[config.mk]
export PLATFORM = sky130hd
export DESIGN_NAME = char_display_dirty_refresh
export DESIGN_NICKNAME = d
export VERILOG_FILES = /design/src/rtl/core/cdr_pkg.sv /design/src/rtl/core/cdr_ram.sv /design/src/rtl/core/cdr_controller.sv /design/src/rtl/core/cdr_datapath.sv /design/src/rtl/core/char_display_dirty_refresh.sv
export SDC_FILE = /design/constraint.sdc
export NUM_CORES = 2
export LEC_CHECK = 0
export BUFFER_PORTS_ARGS = -buffer_cell sky130_fd_sc_hd__buf_2
export CAP_MARGIN = 20
export CORE_ASPECT_RATIO = 0.75
export CORE_MARGIN = 2
export CORE_UTILIZATION = 30
export CTS_CLUSTER_DIAMETER = 120
export DETAILED_ROUTE_END_ITERATION = 16
export HOLD_SLACK_MARGIN = 0.06
export PLACE_DENSITY = 0.53
export SLEW_MARGIN = 20
export SYNTH_ARGS = -nofsm -noshare
export SYNTH_HDL_FRONTEND = slang
export SYNTH_SLANG_ARGS = --single-unit
[constraint.sdc]
create_clock -name clk -period 5.7 [get_ports clk]
set_input_delay 1.71 -clock clk [delete_from_list [all_inputs] [get_ports clk]]
set_output_delay 1.71 -clock clk [all_outputs]
set_load 0.03 [all_outputs]
[src/rtl/core/cdr_pkg.sv]
package cdr_pkg;

  // Item field widths
  localparam int MODE_W     = 3;
  localparam int COL_IN_W   = 7;
  localparam int ROW_IN_W   = 2;
  localparam int CODE_W     = 7;
  localparam int KIND_W     = 2;
  localparam int PCOL_OUT_W = 6;

  // Defaults for the display geometry
  localparam int DEF_NUM_PANELS    = 2;
  localparam int DEF_PANEL_COLUMNS = 40;
  localparam int DEF_NUM_ROWS      = 2;

  // Refresh search looks at this many cells per cycle
  localparam int LANES  = 8;
  localparam int LANE_W = 3;

  localparam logic [CODE_W-1:0] SPACE_CODE = 7'h20;
  localparam logic [CODE_W-1:0] ZERO_CODE  = 7'h00;

  localparam logic [MODE_W-1:0] MODE_CLEAR      = 3'd0;
  localparam logic [MODE_W-1:0] MODE_SET_CURSOR = 3'd1;
  localparam logic [MODE_W-1:0] MODE_PUT_CURSOR = 3'd2;
  localparam logic [MODE_W-1:0] MODE_PUT_POS    = 3'd3;
  localparam logic [MODE_W-1:0] MODE_REFRESH    = 3'd4;

  localparam logic [KIND_W-1:0] KIND_ACCEPTED = 2'd0;
  localparam logic [KIND_W-1:0] KIND_REJECTED = 2'd1;
  localparam logic [KIND_W-1:0] KIND_TRANSFER = 2'd2;
  localparam logic [KIND_W-1:0] KIND_DONE     = 2'd3;

  // Controller -> datapath
  typedef struct packed {
    logic              capture;
    logic              do_clear;
    logic              set_cursor;
    logic              rd_cell;
    logic              wr_cell;
    logic              scan_init;
    logic              scan_next;
    logic              scan_hit;
    logic              scan_done;
    logic              xfer;
    logic              res_load;
    logic [KIND_W-1:0] res_kind;
    logic              emit;
  } cdr_cmd_t;

  // Datapath -> controller
  typedef struct packed {
    logic [MODE_W-1:0] mode;
    logic              range_ok;
    logic              scan_at_end;
    logic              hit;
    logic              last_chunk;
    logic              out_free;
  } cdr_stat_t;

endpackage

[src/rtl/core/cdr_ram.sv]
module cdr_ram #(
  parameter int WIDTH = cdr_pkg::CODE_W,
  parameter int DEPTH = 2 * cdr_pkg::DEF_NUM_ROWS * cdr_pkg::DEF_PANEL_COLUMNS
) (
  input  logic                     clk,
  input  logic                     we,
  input  logic [$clog2(DEPTH)-1:0] waddr,
  input  logic [WIDTH-1:0]         wdata,
  input  logic                     re,
  input  logic [$clog2(DEPTH)-1:0] raddr,
  output logic [WIDTH-1:0]         rdata
);

  logic [WIDTH-1:0] mem [DEPTH];

  always_ff @(posedge clk) begin
    if (we) begin
      mem[waddr] <= wdata;
    end
    if (re) begin
      rdata <= mem[raddr];
    end
  end

endmodule

[src/rtl/core/cdr_controller.sv]
module cdr_controller (
  input  logic                clk,
  input  logic                rst_n,
  input  logic                in_valid,
  output logic                in_ready,
  input  cdr_pkg::cdr_stat_t  stat,
  output cdr_pkg::cdr_cmd_t   cmd
);

  localparam logic [2:0] S_IDLE = 3'd0;
  localparam logic [2:0] S_EXEC = 3'd1;
  localparam logic [2:0] S_RMW  = 3'd2;
  localparam logic [2:0] S_SCAN = 3'd3;
  localparam logic [2:0] S_XFER = 3'd4;
  localparam logic [2:0] S_EMIT = 3'd5;

  logic [2:0] state_r;
  logic [2:0] state_nxt;

  assign in_ready = (state_r == S_IDLE);

  always_comb begin
    cmd       = '0;
    state_nxt = state_r;
    unique case (state_r)
      S_IDLE: begin
        if (in_valid) begin
          cmd.capture = 1'b1;
          state_nxt   = S_EXEC;
        end
      end
      S_EXEC: begin
        unique case (stat.mode)
          cdr_pkg::MODE_CLEAR: begin
            cmd.do_clear = 1'b1;
            cmd.res_load = 1'b1;
            cmd.res_kind = cdr_pkg::KIND_ACCEPTED;
            state_nxt    = S_EMIT;
          end
          cdr_pkg::MODE_SET_CURSOR: begin
            cmd.set_cursor = 1'b1;
            cmd.res_load   = 1'b1;
            cmd.res_kind   = cdr_pkg::KIND_ACCEPTED;
            state_nxt      = S_EMIT;
          end
          cdr_pkg::MODE_PUT_CURSOR, cdr_pkg::MODE_PUT_POS: begin
            if (stat.range_ok) begin
              cmd.rd_cell = 1'b1;
              state_nxt   = S_RMW;
            end else begin
              cmd.res_load = 1'b1;
              cmd.res_kind = cdr_pkg::KIND_REJECTED;
              state_nxt    = S_EMIT;
            end
          end
          cdr_pkg::MODE_REFRESH: begin
            if (stat.scan_at_end) begin
              cmd.scan_done = 1'b1;
              cmd.res_load  = 1'b1;
              cmd.res_kind  = cdr_pkg::KIND_DONE;
              state_nxt     = S_EMIT;
            end else begin
              cmd.scan_init = 1'b1;
              state_nxt     = S_SCAN;
            end
          end
          default: begin
            cmd.res_load = 1'b1;
            cmd.res_kind = cdr_pkg::KIND_REJECTED;
            state_nxt    = S_EMIT;
          end
        endcase
      end
      S_RMW: begin
        cmd.wr_cell  = 1'b1;
        cmd.res_load = 1'b1;
        cmd.res_kind = cdr_pkg::KIND_ACCEPTED;
        state_nxt    = S_EMIT;
      end
      S_SCAN: begin
        priority if (stat.hit) begin
          cmd.scan_hit = 1'b1;
          state_nxt    = S_XFER;
        end else if (stat.last_chunk) begin
          cmd.scan_done = 1'b1;
          cmd.res_load  = 1'b1;
          cmd.res_kind  = cdr_pkg::KIND_DONE;
          state_nxt     = S_EMIT;
        end else begin
          cmd.scan_next = 1'b1;
        end
      end
      S_XFER: begin
        cmd.xfer  = 1'b1;
        state_nxt = S_EMIT;
      end
      S_EMIT: begin
        if (stat.out_free) begin
          cmd.emit  = 1'b1;
          state_nxt = S_IDLE;
        end
      end
      default: begin
        state_nxt = S_IDLE;
      end
    endcase
  end

  always_ff @(posedge clk) begin
    if (!rst_n) begin
      state_r <= S_IDLE;
    end else begin
      state_r <= state_nxt;
    end
  end

  a_xfer_after_hit: assert property (@(posedge clk) disable iff (!rst_n)
    state_r == S_XFER |-> $past(state_r) == S_SCAN)
    else $error("transfer state not entered from search");

  a_accept_to_exec: assert property (@(posedge clk) disable iff (!rst_n)
    in_valid && in_ready |=> state_r == S_EXEC)
    else $error("accepted word not dispatched");

endmodule

[src/rtl/core/cdr_datapath.sv]
module cdr_datapath #(
  parameter int NUM_PANELS    = cdr_pkg::DEF_NUM_PANELS,
  parameter int PANEL_COLUMNS = cdr_pkg::DEF_PANEL_COLUMNS,
  parameter int NUM_ROWS      = cdr_pkg::DEF_NUM_ROWS
) (
  input  logic                            clk,
  input  logic                            rst_n,
  input  cdr_pkg::cdr_cmd_t               cmd,
  output cdr_pkg::cdr_stat_t              stat,
  input  logic [cdr_pkg::MODE_W-1:0]      in_mode,
  input  logic [cdr_pkg::COL_IN_W-1:0]    in_column,
  input  logic [cdr_pkg::ROW_IN_W-1:0]    in_row,
  input  logic [cdr_pkg::CODE_W-1:0]      in_char_code,
  input  logic                            in_force_req,
  input  logic                            out_ready,
  output logic                            out_valid,
  output logic [cdr_pkg::KIND_W-1:0]      out_kind,
  output logic                            out_panel,
  output logic [cdr_pkg::PCOL_OUT_W-1:0]  out_panel_column,
  output logic                            out_row,
  output logic [cdr_pkg::CODE_W-1:0]      out_char,
  output logic                            out_cursor_needed
);

  localparam int TOTAL_COLUMNS = NUM_PANELS * PANEL_COLUMNS;
  localparam int CELL_COUNT    = NUM_ROWS * TOTAL_COLUMNS;
  localparam int ADDR_W        = $clog2(CELL_COUNT);
  localparam int SP_W          = $clog2(CELL_COUNT + 1);
  localparam int NCHUNK        = (CELL_COUNT + cdr_pkg::LANES - 1) / cdr_pkg::LANES;
  localparam int CHUNK_W       = (NCHUNK > 1) ? $clog2(NCHUNK) : 1;
  localparam int SIDX_W        = CHUNK_W + cdr_pkg::LANE_W;
  localparam int ROW_W         = (NUM_ROWS > 1) ? $clog2(NUM_ROWS) : 1;
  localparam int COL_W         = $clog2(TOTAL_COLUMNS);
  localparam int PNL_W         = (NUM_PANELS > 1) ? $clog2(NUM_PANELS) : 1;
  localparam int PCOL_W        = $clog2(PANEL_COLUMNS);

  // captured word
  logic [cdr_pkg::MODE_W-1:0]   mode_r;
  logic [cdr_pkg::COL_IN_W-1:0] col_r;
  logic [cdr_pkg::ROW_IN_W-1:0] row_r;
  logic [cdr_pkg::CODE_W-1:0]   code_r;
  logic                         force_r;

  logic [cdr_pkg::COL_IN_W-1:0] cur_col_r;
  logic [cdr_pkg::ROW_IN_W-1:0] cur_row_r;
  logic [SP_W-1:0]              scan_pos_r;
  logic [SP_W-1:0]              cont_pos_r;
  logic                         cont_valid_r;
  logic [ADDR_W-1:0]            idx_r;
  logic [CHUNK_W-1:0]           chunk_r;
  logic                         first_r;
  logic [cdr_pkg::CODE_W-1:0]   fill_r;
  logic [CELL_COUNT-1:0]        valid_r;
  logic [CELL_COUNT-1:0]        sent_r;

  logic [cdr_pkg::KIND_W-1:0]     res_kind_r;
  logic                           res_panel_r;
  logic [cdr_pkg::PCOL_OUT_W-1:0] res_pcol_r;
  logic                           res_row_r;
  logic [cdr_pkg::CODE_W-1:0]     res_char_r;
  logic                           res_need_r;

  logic                           out_valid_r;
  logic [cdr_pkg::KIND_W-1:0]     out_kind_r;
  logic                           out_panel_r;
  logic [cdr_pkg::PCOL_OUT_W-1:0] out_pcol_r;
  logic                           out_row_r;
  logic [cdr_pkg::CODE_W-1:0]     out_char_r;
  logic                           out_need_r;

  logic [cdr_pkg::COL_IN_W-1:0] sel_col;
  logic [cdr_pkg::ROW_IN_W-1:0] sel_row;
  logic                         range_ok;
  logic [ADDR_W-1:0]            tgt_idx;

  logic [cdr_pkg::LANES-1:0]    qual;
  logic [cdr_pkg::LANE_W-1:0]   hit_lane;
  logic [SIDX_W-1:0]            hit_sidx;
  logic [ADDR_W-1:0]            hit_idx;

  logic                         ram_we;
  logic                         ram_re;
  logic [ADDR_W-1:0]            ram_raddr;
  logic [cdr_pkg::CODE_W-1:0]   ram_q;
  logic [cdr_pkg::CODE_W-1:0]   stored_code;
  logic                         differ;

  logic [ROW_W-1:0]             xy_row;
  logic [COL_W-1:0]             xy_col;
  logic [PNL_W-1:0]             xy_panel;
  logic [PCOL_W-1:0]            xy_pcol;
  logic                         need;
  logic [SP_W-1:0]              idx_next;

  // target cell for the put modes
  always_comb begin
    if (mode_r == cdr_pkg::MODE_PUT_CURSOR) begin
      sel_col = cur_col_r;
      sel_row = cur_row_r;
    end else begin
      sel_col = col_r;
      sel_row = row_r;
    end
    range_ok = (int'(sel_row) < NUM_ROWS) && (int'(sel_col) < TOTAL_COLUMNS);
    tgt_idx  = ADDR_W'(int'(sel_row) * TOTAL_COLUMNS + int'(sel_col));
  end

  // one group of cells per cycle; lowest qualifying lane wins
  always_comb begin
    logic [SIDX_W-1:0] lane_idx;
    logic              in_cells;
    logic              past_start;
    qual     = '0;
    hit_lane = '0;
    for (int l = 0; l < cdr_pkg::LANES; l++) begin
      lane_idx   = {chunk_r, cdr_pkg::LANE_W'(l)};
      in_cells   = int'(lane_idx) < CELL_COUNT;
      past_start = !first_r || (cdr_pkg::LANE_W'(l) >= scan_pos_r[cdr_pkg::LANE_W-1:0]);
      qual[l]    = in_cells && past_start &&
                   (force_r || !sent_r[lane_idx[ADDR_W-1:0]]);
    end
    for (int l = cdr_pkg::LANES - 1; l >= 0; l--) begin
      if (qual[l]) begin
        hit_lane = cdr_pkg::LANE_W'(l);
      end
    end
  end

  assign hit_sidx = {chunk_r, hit_lane};
  assign hit_idx  = hit_sidx[ADDR_W-1:0];

  // cell codes; never-written cells read as the fill code
  assign ram_re      = cmd.rd_cell || cmd.scan_hit;
  assign ram_raddr   = cmd.rd_cell ? tgt_idx : hit_idx;
  assign stored_code = valid_r[idx_r] ? ram_q : fill_r;
  assign differ      = (stored_code != code_r);
  assign ram_we      = cmd.wr_cell && differ;

  cdr_ram #(
    .WIDTH (cdr_pkg::CODE_W),
    .DEPTH (CELL_COUNT)
  ) u_cells (
    .clk   (clk),
    .we    (ram_we),
    .waddr (idx_r),
    .wdata (code_r),
    .re    (ram_re),
    .raddr (ram_raddr),
    .rdata (ram_q)
  );

  // cell index -> row / column -> panel / panel column, by constant compares
  always_comb begin
    xy_row = '0;
    xy_col = COL_W'(idx_r);
    for (int k = 1; k < NUM_ROWS; k++) begin
      if (int'(idx_r) >= k * TOTAL_COLUMNS) begin
        xy_row = ROW_W'(k);
        xy_col = COL_W'(idx_r - ADDR_W'(k * TOTAL_COLUMNS));
      end
    end
    xy_panel = '0;
    xy_pcol  = PCOL_W'(xy_col);
    for (int k = 1; k < NUM_PANELS; k++) begin
      if (int'(xy_col) >= k * PANEL_COLUMNS) begin
        xy_panel = PNL_W'(k);
        xy_pcol  = PCOL_W'(xy_col - COL_W'(k * PANEL_COLUMNS));
      end
    end
  end

  assign idx_next = SP_W'(idx_r) + SP_W'(1);
  assign need     = !(cont_valid_r && (cont_pos_r == SP_W'(idx_r)));

  always_comb begin
    stat             = '0;
    stat.mode        = mode_r;
    stat.range_ok    = range_ok;
    stat.scan_at_end = int'(scan_pos_r) >= CELL_COUNT;
    stat.hit         = |qual;
    stat.last_chunk  = (chunk_r == CHUNK_W'(NCHUNK - 1));
    stat.out_free    = !out_valid_r || out_ready;
  end

  // control state
  always_ff @(posedge clk) begin
    if (!rst_n) begin
      cur_col_r    <= '0;
      cur_row_r    <= '0;
      scan_pos_r   <= '0;
      cont_pos_r   <= '0;
      cont_valid_r <= 1'b0;
      chunk_r      <= '0;
      first_r      <= 1'b0;
      fill_r       <= cdr_pkg::ZERO_CODE;
      valid_r      <= '0;
      sent_r       <= '0;
      out_valid_r  <= 1'b0;
    end else begin
      if (cmd.do_clear) begin
        cur_col_r <= '0;
        cur_row_r <= '0;
        fill_r    <= cdr_pkg::SPACE_CODE;
        valid_r   <= '0;
        sent_r    <= '0;
      end
      if (cmd.set_cursor) begin
        cur_col_r <= col_r;
        cur_row_r <= row_r;
      end
      if (cmd.wr_cell) begin
        if (differ) begin
          valid_r[idx_r] <= 1'b1;
          sent_r[idx_r]  <= 1'b0;
        end
        if (mode_r == cdr_pkg::MODE_PUT_CURSOR) begin
          cur_col_r <= cur_col_r + 1'b1;
        end
      end
      if (cmd.scan_init) begin
        chunk_r <= CHUNK_W'(scan_pos_r >> cdr_pkg::LANE_W);
        first_r <= 1'b1;
      end
      if (cmd.scan_next) begin
        chunk_r <= chunk_r + 1'b1;
        first_r <= 1'b0;
      end
      if (cmd.scan_done) begin
        scan_pos_r   <= '0;
        cont_valid_r <= 1'b0;
      end
      if (cmd.xfer) begin
        sent_r[idx_r] <= 1'b1;
        scan_pos_r    <= idx_next;
        cont_pos_r    <= idx_next;
        cont_valid_r  <= (int'(xy_pcol) != PANEL_COLUMNS - 1);
      end
      if (cmd.emit) begin
        out_valid_r <= 1'b1;
      end else if (out_ready) begin
        out_valid_r <= 1'b0;
      end
    end
  end

  // payload
  always_ff @(posedge clk) begin
    if (cmd.capture) begin
      mode_r  <= in_mode;
      col_r   <= in_column;
      row_r   <= in_row;
      code_r  <= in_char_code;
      force_r <= in_force_req;
    end
    if (cmd.rd_cell) begin
      idx_r <= tgt_idx;
    end
    if (cmd.scan_hit) begin
      idx_r <= hit_idx;
    end
    if (cmd.res_load) begin
      res_kind_r  <= cmd.res_kind;
      res_panel_r <= 1'b0;
      res_pcol_r  <= '0;
      res_row_r   <= 1'b0;
      res_char_r  <= '0;
      res_need_r  <= 1'b0;
    end
    if (cmd.xfer) begin
      res_kind_r  <= cdr_pkg::KIND_TRANSFER;
      res_panel_r <= xy_panel[0];
      res_pcol_r  <= cdr_pkg::PCOL_OUT_W'(xy_pcol);
      res_row_r   <= xy_row[0];
      res_char_r  <= stored_code;
      res_need_r  <= need;
    end
    if (cmd.emit) begin
      out_kind_r  <= res_kind_r;
      out_panel_r <= res_panel_r;
      out_pcol_r  <= res_pcol_r;
      out_row_r   <= res_row_r;
      out_char_r  <= res_char_r;
      out_need_r  <= res_need_r;
    end
  end

  assign out_valid         = out_valid_r;
  assign out_kind          = out_kind_r;
  assign out_panel         = out_panel_r;
  assign out_panel_column  = out_pcol_r;
  assign out_row           = out_row_r;
  assign out_char          = out_char_r;
  assign out_cursor_needed = out_need_r;

  a_plain_result_zero: assert property (@(posedge clk) disable iff (!rst_n)
    out_valid_r && (out_kind_r != cdr_pkg::KIND_TRANSFER) |->
      !out_panel_r && (out_pcol_r == '0) && !out_row_r && (out_char_r == '0) && !out_need_r)
    else $error("non-transfer word carries cell fields");

  a_pcol_in_panel: assert property (@(posedge clk) disable iff (!rst_n)
    out_valid_r && (out_kind_r == cdr_pkg::KIND_TRANSFER) |->
      int'(out_pcol_r) < PANEL_COLUMNS)
    else $error("panel column beyond panel width");

  a_scan_pos_bound: assert property (@(posedge clk) disable iff (!rst_n)
    int'(scan_pos_r) <= CELL_COUNT)
    else $error("scan position past end of buffer");

  a_cont_tracks_scan: assert property (@(posedge clk) disable iff (!rst_n)
    cont_valid_r |-> cont_pos_r == scan_pos_r)
    else $error("continuity position out of step with scan");

endmodule

[src/rtl/core/char_display_dirty_refresh.sv]
// Shadow buffer with changed-cell refresh for a multi-panel character display.
// Input channel (in_valid/in_ready): one command word per item - clear, set
// cursor, put at cursor, put at position, or refresh step. String writes are
// one put-at-cursor word per character.
// Result channel (out_valid/out_ready): exactly one word per command: accepted,
// rejected (out of range or unknown mode), a character transfer with panel,
// panel column, row, code and cursor_needed, or refresh pass done.
// Steps, accept to accept: clear, set cursor and rejects go from dispatch straight
// to the result step; puts add a read-modify-write of one cell through the RAM
// port; a refresh step searches groups of 8 cells with the 8-lane sent-flag scan
// until a hit, which adds a transfer step for the registered RAM read, or the
// last group, which ends the pass; it ends the pass at once when the scan
// already stands at the buffer end.
// The result sits in an output register; the next command is taken while it
// waits. If the receiver stalls with a result still held, the next command
// finishes and waits in its final step until the register frees.
// Reset (rst_n low, synchronous): cursor and scan state zero, every cell
// reads as code 0 and unsent. No clearing pass: per-cell valid bits make
// untouched cells read the fill code, so commands are taken right after reset.
module char_display_dirty_refresh #(
  parameter int NUM_PANELS    = cdr_pkg::DEF_NUM_PANELS,
  parameter int PANEL_COLUMNS = cdr_pkg::DEF_PANEL_COLUMNS,
  parameter int NUM_ROWS      = cdr_pkg::DEF_NUM_ROWS
) (
  input  logic                            clk,
  input  logic                            rst_n,
  input  logic                            in_valid,
  output logic                            in_ready,
  input  logic [cdr_pkg::MODE_W-1:0]      in_mode,
  input  logic [cdr_pkg::COL_IN_W-1:0]    in_column,
  input  logic [cdr_pkg::ROW_IN_W-1:0]    in_row,
  input  logic [cdr_pkg::CODE_W-1:0]      in_char_code,
  input  logic                            in_force_req,
  output logic                            out_valid,
  input  logic                            out_ready,
  output logic [cdr_pkg::KIND_W-1:0]      out_kind,
  output logic                            out_panel,
  output logic [cdr_pkg::PCOL_OUT_W-1:0]  out_panel_column,
  output logic                            out_row,
  output logic [cdr_pkg::CODE_W-1:0]      out_char,
  output logic                            out_cursor_needed
);

  // command/status between sequencer and datapath
  cdr_pkg::cdr_cmd_t  cmd;
  cdr_pkg::cdr_stat_t stat;

  // sequencer: one command word at a time, dispatch on mode,
  // search loop for refresh, then hand the result to the output register
  cdr_controller u_ctrl (
    .clk      (clk),
    .rst_n    (rst_n),
    .in_valid (in_valid),
    .in_ready (in_ready),
    .stat     (stat),
    .cmd      (cmd)
  );

  // datapath: cursor, scan/continuity registers, sent and valid flags,
  // cell-code RAM, position decode and the result/output registers
  cdr_datapath #(
    .NUM_PANELS    (NUM_PANELS),
    .PANEL_COLUMNS (PANEL_COLUMNS),
    .NUM_ROWS      (NUM_ROWS)
  ) u_dp (
    .clk               (clk),
    .rst_n             (rst_n),
    .cmd               (cmd),
    .stat              (stat),
    .in_mode           (in_mode),
    .in_column         (in_column),
    .in_row            (in_row),
    .in_char_code      (in_char_code),
    .in_force_req      (in_force_req),
    .out_ready         (out_ready),
    .out_valid         (out_valid),
    .out_kind          (out_kind),
    .out_panel         (out_panel),
    .out_panel_column  (out_panel_column),
    .out_row           (out_row),
    .out_char          (out_char),
    .out_cursor_needed (out_cursor_needed)
  );

endmodule
==> flow_summary.toml <==
[timing]
min_period_over_period = 0.981
holdWs_ns = 0.422
period_needed_ns = 5.59
fmax_ghz = 0.179
worst_slew_pin_slew_ns = 1.39
relSlewSlack = 0.0726
setup_tns_ns = 0
hold_violations = 0
finalClockSkew_ns = 0.0407
rsz0062_at_grt = "false"
drv_slew = 0
setup_viol = 0

[logic_synthesis]
ys_types = 79
ys.flop_type = "edfxtp_1"
syn_area_mm2 = 0.0643
post-synth-top-count-cell = "edfxtp_1"
post_synth.cell_area_avg_um2 = 13.2
synth-edff-count = 1189
synth_cells = 4879
yosys.area.top_type = "edfxtp_1"
async_flop_share = 0
synth_top_area_frac = 0.555
ys_seq_area_frac = 0.667
yosys-top-cells-area = "edfxtp_1 56%, dfxtp_1 11%, mux2i_1 4.9%"
syn_nets = 4919
synth-seq-cells = 1548
synthTopCellsByCount = "1189 x edfxtp_1, 501 x nand2_1, 359 x dfxtp_1, 345 x nor2_1, 312 x mux2i_1"
yosysWarnings = 0

[cells_and_area]
nFillCells = 20600
area_delta_synth_final_pct = 15.9
drive_above_1_share = 0.160
regArea_mm2 = 0.0429
fin_nets = 5085
final_area_mm2 = 0.0745
diodes = 0
multiInputGateArea_mm2 = 0.0197

[place]
post-dp-hpwl_um = 141000
io_buffers = 43
placed_area_mm2 = 0.0694
gp_congestion = 0.925

[run_status]
status = "finished, final reports clean"

[cts]
cts_hold_buf = 0
ctsRootBufferMaster = "clkbuf_16"
numCtsBuffers = 156
cts.sinks = 1548
cts_buffer_depth = 3
clkLatencyLatePin_ns = 0.82
htree_levels = 4
cts_tree = "done"
clk_pin_slew_worst_paths_ns = 0.06

[global_route]
grt_pass1_vias = 41300
grt_util_met1 = 0.290
grt_use_met2 = 0.273
use_met3 = 0.0459
grt-busiest-layer = "met1"
grt_max_degree = 161
grt_first_pass_wirelength_um = 306000
grtUsageTotal = 0.191
grt_antenna_before_repair = 9
gr-total-overflow = 0

[die]
die_w_um = 539
initial_core_util = 0.301
core_area_mm2 = 0.214
ios = 44
die_area_mm2 = 0.218
die_h_um = 405
core.rowCount = 147

[drt]
first_iter_violations = 5511
vias = 43800
wire_per_inst_um = 26.8
via_per_inst = 5.47
drc = 0
first_pass_iters = 6
finalWirelength_um = 215000
antenna_left = 0

[critical_path]
critPathMaxFanout = 14
required_ns = 6.23
worstPathArrival_ns = 6.12
end_kind = "register"
crit_path_start_kind = "register"
critical_path_class = "register to register"

[worst_hold_path]
hp-class = "register to register"

[power]
p_per_area_mw_per_mm2 = 319
leakage_nw = 24.8
power_mw = 23.7
irDropWorstVdd_mv = 0.294

[flow_run]
drv_cap = 0
-- sequential cells by signal (all words and copies together) (netlist names), 5 cells and up --
signal	cells
u_dp.chunk_r	5
u_dp.code_r	7
u_dp.col_r	7
u_dp.cont_pos_r	8
u_dp.cur_col_r	7
u_dp.idx_r	8
u_dp.out_char	7
u_dp.out_panel_column	6
u_dp.res_char_r	7
u_dp.res_pcol_r	6
u_dp.scan_pos_r	8
u_dp.sent_r	160
u_dp.u_cells.mem	1120
u_dp.u_cells.rdata	7
u_dp.valid_r	160
-- what timing repair did --
item | in CTS | in global routing
pin swaps | 1 | 2
gates cloned | 0 | 1
buffers inserted | 0 | 7
endpoints found under the hold margin | 0 | 0
setup endpoints to repair | 3 | 6
resized for setup | 3 | 7
-- cells in the final DEF, fill, tap and decap left out, drive strengths merged, types with 12 or more instances in the layout --
cell,count
clkbuf,203
a21oi,233
o22ai,56
o221ai,39
o21a,37
and2,65
nor2b,14
nand3,75
xnor2,15
a32oi,14
o21ai,186
clkinv,68
mux2,34
mux2i,312
o2111ai,12
and3,180
nor2,363
nand4,12
edfxtp,1189
dfxtp,359
mux4,74
ha,15
nand2,506
a211o,25
or4,19
a221oi,23
inv,24
a211oi,240
a31oi,50
a22oi,21
buf,398
nor4,22
a311oi,99
nor3,78
-- kinds of logic after synthesis --
group,synth area share
and+or+nand+nor,0.0985
adders and majority gates,0.00323
buffers and inverters,0.0287
AOI/OAI and AO/OA,0.119
xor gates and xnor gates,0.00272
DFF,0.667
muxes,0.0804
-- worst max-delay path: stages, from the launching register on --
cell	delay (ns)
dfxtp_4	0.50
buf_4	0.35
nand2b_1	0.39
o22ai_1	0.28
a311o_1	0.44
o31ai_1	0.51
o211a_2	0.50
o21ai_4	0.15
buf_4	0.29
nand2_2	0.22
buf_4	0.27
a221oi_1	0.11
nor4_1	0.79
or4_1	0.34
nand4_1	0.14
-- report_power, final --
part           leakage, nW  switching, mW  internal [mW]
combinational         8.81          0.953          0.343
clock                 2.39           4.50           5.55
sequential            13.6         0.0805           12.3
-- metrics by stage --
step	instances	utilization	setup WS [ns]
3_5_place_dp	7710	0.325	-0.123
6_report	8007	0.349	0.106
3_3_place_gp	7710	0.325	-0.148
5_1_grt	8007	0.349	0.0310
2_1_floorplan	4879	-	1.16
4_1_cts	7999	0.348	0.00753
-- layout make-up --
class | instances | area share
inverters | 17 | 0.000924
repair buffers | 398 | 0.0449
well taps | 2831 | 0.0475
clock inverters | 86 | 0.00910
multi-input cells | 2924 | 0.265
clock buffers | 203 | 0.0569
flip-flops and latches | 1548 | 0.576
-- worst paths after layout --
| path | from | endpoint | slack [ns] | cells after the start |
|---|---|---|---|---|
| worst max-delay path | u_dp.chunk_r[0]$_SDFFE_PN0P_ | u_dp.u_cells.rdata[4]$_DFFE_PP_ | 0.11 | 14 |
| worst min-delay path | u_dp.res_pcol_r[3]$_SDFFCE_PN0P_ | u_dp.out_panel_column[3]$_DFFE_PP_ | 0.42 | 0 |
| worst max register to register | u_dp.chunk_r[0]$_SDFFE_PN0P_ | u_dp.u_cells.rdata[4]$_DFFE_PP_ | 0.11 | 14 |
| worst min register to register | u_dp.res_pcol_r[3]$_SDFFCE_PN0P_ | u_dp.out_panel_column[3]$_DFFE_PP_ | 0.42 | 0 |
-- metal layers --
metal,vias up,wire length [µm]
li1,19000,-
met1,22400,99800
met2,2118,89300
met3,267,21500
met4,4,4070
met5,-,21
Note: power is estimated with default switching activity, not from simulation.
